$ cat src/rtl/core/assert_macros.svh
// Assertion macros used by the top level of the joint command hold controller.
`ifndef ASSERT_MACROS_SVH
`define ASSERT_MACROS_SVH
`ifndef SYNTHESIS
`define ASSERT_IMPLIES(label, clk, rst_n, ante, cons) \
  label: assert property (@(posedge clk) disable iff (!rst_n) (ante) |-> (cons)) \
    else $error("same-cycle check failed");
`define ASSERT_NEXT(label, clk, rst_n, ante, cons) \
  label: assert property (@(posedge clk) disable iff (!rst_n) (ante) |=> (cons)) \
    else $error("next-cycle check failed");
`else
`define ASSERT_IMPLIES(label, clk, rst_n, ante, cons)
`define ASSERT_NEXT(label, clk, rst_n, ante, cons)
`endif
`endif

$ cat src/rtl/core/jchc_ram.sv
`timescale 1ns / 1ps
// Generic single write port RAM with one registered read port.
module jchc_ram #(
  parameter int unsigned WIDTH = 32,
  parameter int unsigned DEPTH = 28,
  localparam int unsigned AW = (DEPTH > 1) ? $clog2(DEPTH) : 1
) (
  input  logic             clk,
  input  logic             we,
  input  logic [AW-1:0]    waddr,
  input  logic [WIDTH-1:0] wdata,
  input  logic [AW-1:0]    raddr,
  output logic [WIDTH-1:0] rdata
);

  logic [WIDTH-1:0] mem [DEPTH];

  always_ff @(posedge clk) begin
    if (we) begin
      mem[waddr] <= wdata;
    end
    rdata <= mem[raddr];
  end

endmodule
$ cat config.mk
export PLATFORM = sky130hd
export DESIGN_NAME = jchc_ram
export DESIGN_NICKNAME = d
export VERILOG_FILES = /design/src/rtl/core/assert_macros.svh /design/src/rtl/core/jchc_ram.sv
export SDC_FILE = /design/constraint.sdc
export NUM_CORES = 1
export LEC_CHECK = 0
export BUFFER_PORTS_ARGS = -buffer_cell sky130_fd_sc_hd__buf_4
export CORE_AREA = 2 2 250 252
export CTS_BUF_LIST = sky130_fd_sc_hd__clkbuf_4 sky130_fd_sc_hd__clkbuf_8
export DETAILED_ROUTE_END_ITERATION = 8
export DIE_AREA = 0 0 252 254
export GPL_TIMING_DRIVEN = 0
export PLACE_DENSITY = 0.77
export SETUP_SLACK_MARGIN = 0.15
export SLEW_MARGIN = 10
export SYNTH_ARGS = -nofsm -noshare
export SYNTH_HDL_FRONTEND = slang
export SYNTH_SLANG_ARGS = --single-unit
$ cat constraint.sdc
create_clock -name clk -period 2.5 [get_ports clk]
set_input_delay 0.125 -clock clk [delete_from_list [all_inputs] [get_ports clk]]
set_output_delay 0.125 -clock clk [all_outputs]
set_load 0.01 [all_outputs]
======== Word-level counts from Yosys, hierarchy flattened ========
Memory sizes are Yosys's and may differ from the RTL's. A register that Yosys moved wholly into a read port is not among the register bits.
Cells that the tools add are included.
W data, S select, Z words.
storage, ports and cells
  memories ................................ 1
  memory bits (writable) .................. 896
  register bits after elaboration ......... 0
  output and inout port bits .............. 32
  bits in latches ......................... 0
  bits in read-only memories .............. 0
cells by class
  divide/modulo/power cells ............... 0
  eq/ne operators ......................... 0
  shifts and indexed selects .............. 0
  reduce and logical (&&, ||, !) cells .... 0
  bitwise operators ....................... 0
  multiply operators ...................... 0
  mux-type cells .......................... 2
  magnitude comparators ................... 0
  add/subtract/negate cells ............... 0
memories
  memory  words  width  rd ports  clocked after Yosys merged registers in  write ports  RTL line        source
  mem     28     32     1         1                                        1            jchc_ram.sv:16  logic [WIDTH-1:0] mem [DEPTH];
operators with widths
  operator  count
  $mux W1   2

======== Logic depth before layout (Yosys ltp) ========
  depth in word-level cells ............... 2
  depth in mapped cells ................... 8
  depth with buffers taken out ............ 4

======== Least setup slack after synthesis ========
Ideal clock, no wire load.
  path kind ............................... in2reg
  start point ............................. in waddr[1]
  end point ............................... mem mem[16][0], enable pin
  library setup time ...................... 0.421 ns
  data required time ...................... 2.079 ns
  path slack .............................. -0.044 ns
  cell stages on the path ................. 3
  buffers on the path ..................... 1
  arrival time ............................ 2.123 ns
  cells stage by stage .................... or3b_2 clkbuf_1 nor2_1
RTL lines
  element          RTL line        source
  start, declared  jchc_ram.sv:10  input logic [AW-1:0] waddr,
  end, declared    jchc_ram.sv:16
No word-level cell before the write port.

==> impl_metrics.env <==
export IMPL_whs_ns=0.0858
export IMPL_cts_tree="built"
export IMPL_grt_pass1_vias=19000
export IMPL_initial_core_util_pct=57.3
export IMPL_routed_wl_um=81900
export IMPL_drtPass1Iterations=7
export IMPL_status="completed"
export IMPL_slew_violations=0
export IMPL_worstSetupPathType="input port to register"
export IMPL_ys_ff_latch=928
export IMPL_cp_end_kind="register"
export IMPL_route_detailed_drc=0
export IMPL_stdcell_count=2948
export IMPL_drt_iter0_drc=1949
export IMPL_post_drt_via_cell_ratio=6.20
export IMPL_dieArea_um2=64000
export IMPL_async_flop_share_pct=0
export IMPL_power_total_mw=31.2
export IMPL_final_setup_viol_count=0
export IMPL_synth_cells=1775
export IMPL_numCtsBuffers=146
export IMPL_drt_wirelength_per_cell_um=27.8
export IMPL_synth_distinct_cells=31
export IMPL_core_area_um2=61300
export IMPL_clock_sinks=928
export IMPL_clk_pin_slew_ns=0.06
export IMPL_place_congestion=0.821
export IMPL_hold_viol_final=0
export IMPL_grt_busiest_layer="met2"
export IMPL_dieHeight_um=254
export IMPL_dp_cells=2667
export IMPL_grt_met3_usage_pct=5.29
export IMPL_fin_crit_ns=1.98
export IMPL_ys_warn_count=0
export IMPL_critPathMaxFanout=10
export IMPL_layout_commonest_cell="edfxtp_1"
export IMPL_fmaxAchievable_mhz=506
export IMPL_syn_area_per_cell_um2=19.8
export IMPL_skew_ns=0.0278
export IMPL_synth_edf_count=896
export IMPL_grt_pass1_wl_um=119000
export IMPL_dpl_hpwl_um=52500
export IMPL_htree_levels=4
export IMPL_post_cts_resized=0
export IMPL_mostFrequentLayoutCells="896 x edfxtp_1, 254 x mux2i_1, 157 x clkbuf_8, 97 x mux4_2, 92 x buf_4"
export IMPL_area_growth_pct=15.6
export IMPL_antenna_found_initial=1
export IMPL_final_period_utilization_pct=79.1
export IMPL_vdd_ir_drop_max_mv=0.646
export IMPL_clk_latency_ns=0.80
export IMPL_cts_root_buf="clkbuf_8"
export IMPL_p_leak_nw=13.7
export IMPL_portBuffers=72
export IMPL_antennaDiodeCount=0
export IMPL_grt_overflow_total=0
export IMPL_seq_area_frac_synth_pct=78.4
export IMPL_grt_max_degree=29
export IMPL_synth_nets=1819
export IMPL_clock_path_buffers=3
export IMPL_met1_usage_pct=31.6
export IMPL_grtUsageTotal_pct=26.2
export IMPL_rows=91
export IMPL_synth_area_um2=35100
export IMPL_met2_usage_pct=46.4
export IMPL_nFillCells=3924
export IMPL_timing_max_cap_violations=0
export IMPL_pin_count=76
export IMPL_final_nets=2102
export IMPL_drive_gt1_share_pct=24.1
export IMPL_die_w_um=252
export IMPL_required_ns=3.16
export IMPL_maxSlewHeadroom_pct=38.3
export IMPL_post_cts_buffers=0
export IMPL_vias=18300
export IMPL_rsz0062_at_grt="no"
export IMPL_cts_hold_buf=33
export IMPL_final_setup_tns_ns=0
export IMPL_critPathLaunchType="input port"
export IMPL_powerDensity_nw_per_um2=768
export IMPL_postRouteAntennaNets=0
export IMPL_synth_flop_cell="edfxtp_1"
export IMPL_worst_ep_arrival_time_ns=2.63
export IMPL_hold_class="input port to register"
export IMPL_worst_pin_slew_ns=0.925
==> logic make-up after synthesis <==
logic type             count (synthesis)  share of synthesized area, %
AO/OA/AOI/OAI                        179                          3.42
AND/OR/NAND/NOR                      220                          2.90
buffers and inverters                 97                          1.79
flip-flops                           928                          78.4
multiplexers                         351                          13.5
==> layer usage <==
metal  wire [um]  share of wire, %
met2       42900                52
met4        2470               3.0
met1       30400                37
met3        6160               7.5
met5          15             0.018
==> final timing paths <==
check / startpoint / end / slack [ns] / cells after the start
worst min register to register: mem[22][31] / rdata[31] / 0.67 / 4
worst max register to register: mem[6][12] / rdata[12] / 0.93 / 4
worst min-delay path: raddr[1] / rdata[3] / 0.09 / 5
worst max-delay path: raddr[3] / rdata[10] / 0.52 / 8
==> final cells by class <==
| cell class | count | area (um^2) | area share [%] |
|---|---|---|---|
| Clock buffer | 212 | 2570 | 6.34 |
| Sequential cell | 928 | 27500 | 67.8 |
| Tap cell | 790 | 988 | 2.43 |
| Timing Repair Buffer | 135 | 1550 | 3.81 |
| Clock inverter | 36 | 160 | 0.394 |
| Multi-Input combinational cell | 750 | 7160 | 17.6 |
| Buffer | 97 | 628 | 1.55 |
==> through the flow <==
step	area (um^2)	setup slack (ns)	utilization, %
floorplan	35100	-0.0444	-
global placement	36700	-1.90	59.8
detailed placement	37500	0.117	61.3
CTS	40600	0.631	66.3
global route	40600	0.474	66.3
finish	40600	0.523	66.3
==> registers in the layout, summed over array words and instances, names as in the netlist <==
| name | flops |
|---|---|
| mem | 896 |
| rdata | 32 |
==> synth_stat cells (all sizes together) (19+ instances only) <==
master / number / area [um^2]
a21oi: 57 / 285
a22oi: 57 / 428
buf: 67 / 513
clkbuf: 30 / 115
dfxtp: 32 / 641
edfxtp: 896 / 26900
mux2i: 254 / 2540
mux4: 97 / 2180
nand2: 91 / 342
nand3: 58 / 290
nand4: 19 / 119
nor2: 31 / 116
==> worst max-delay path, stage by stage <==
cell	delay (ns)
dlygate4sd3_1	0.53
buf_4	0.15
buf_2	0.24
nand3b_1	0.31
buf_1	0.50
o22a_1	0.20
o221ai_1	0.16
a31oi_1	0.41
==> where the power goes <==
group	internal (mW)	switching (mW)
Clock	6.54	5.53
Sequential	17.3	0.0609
Combinational	0.661	1.08
Note: power is estimated with default switching activity, not from simulation.
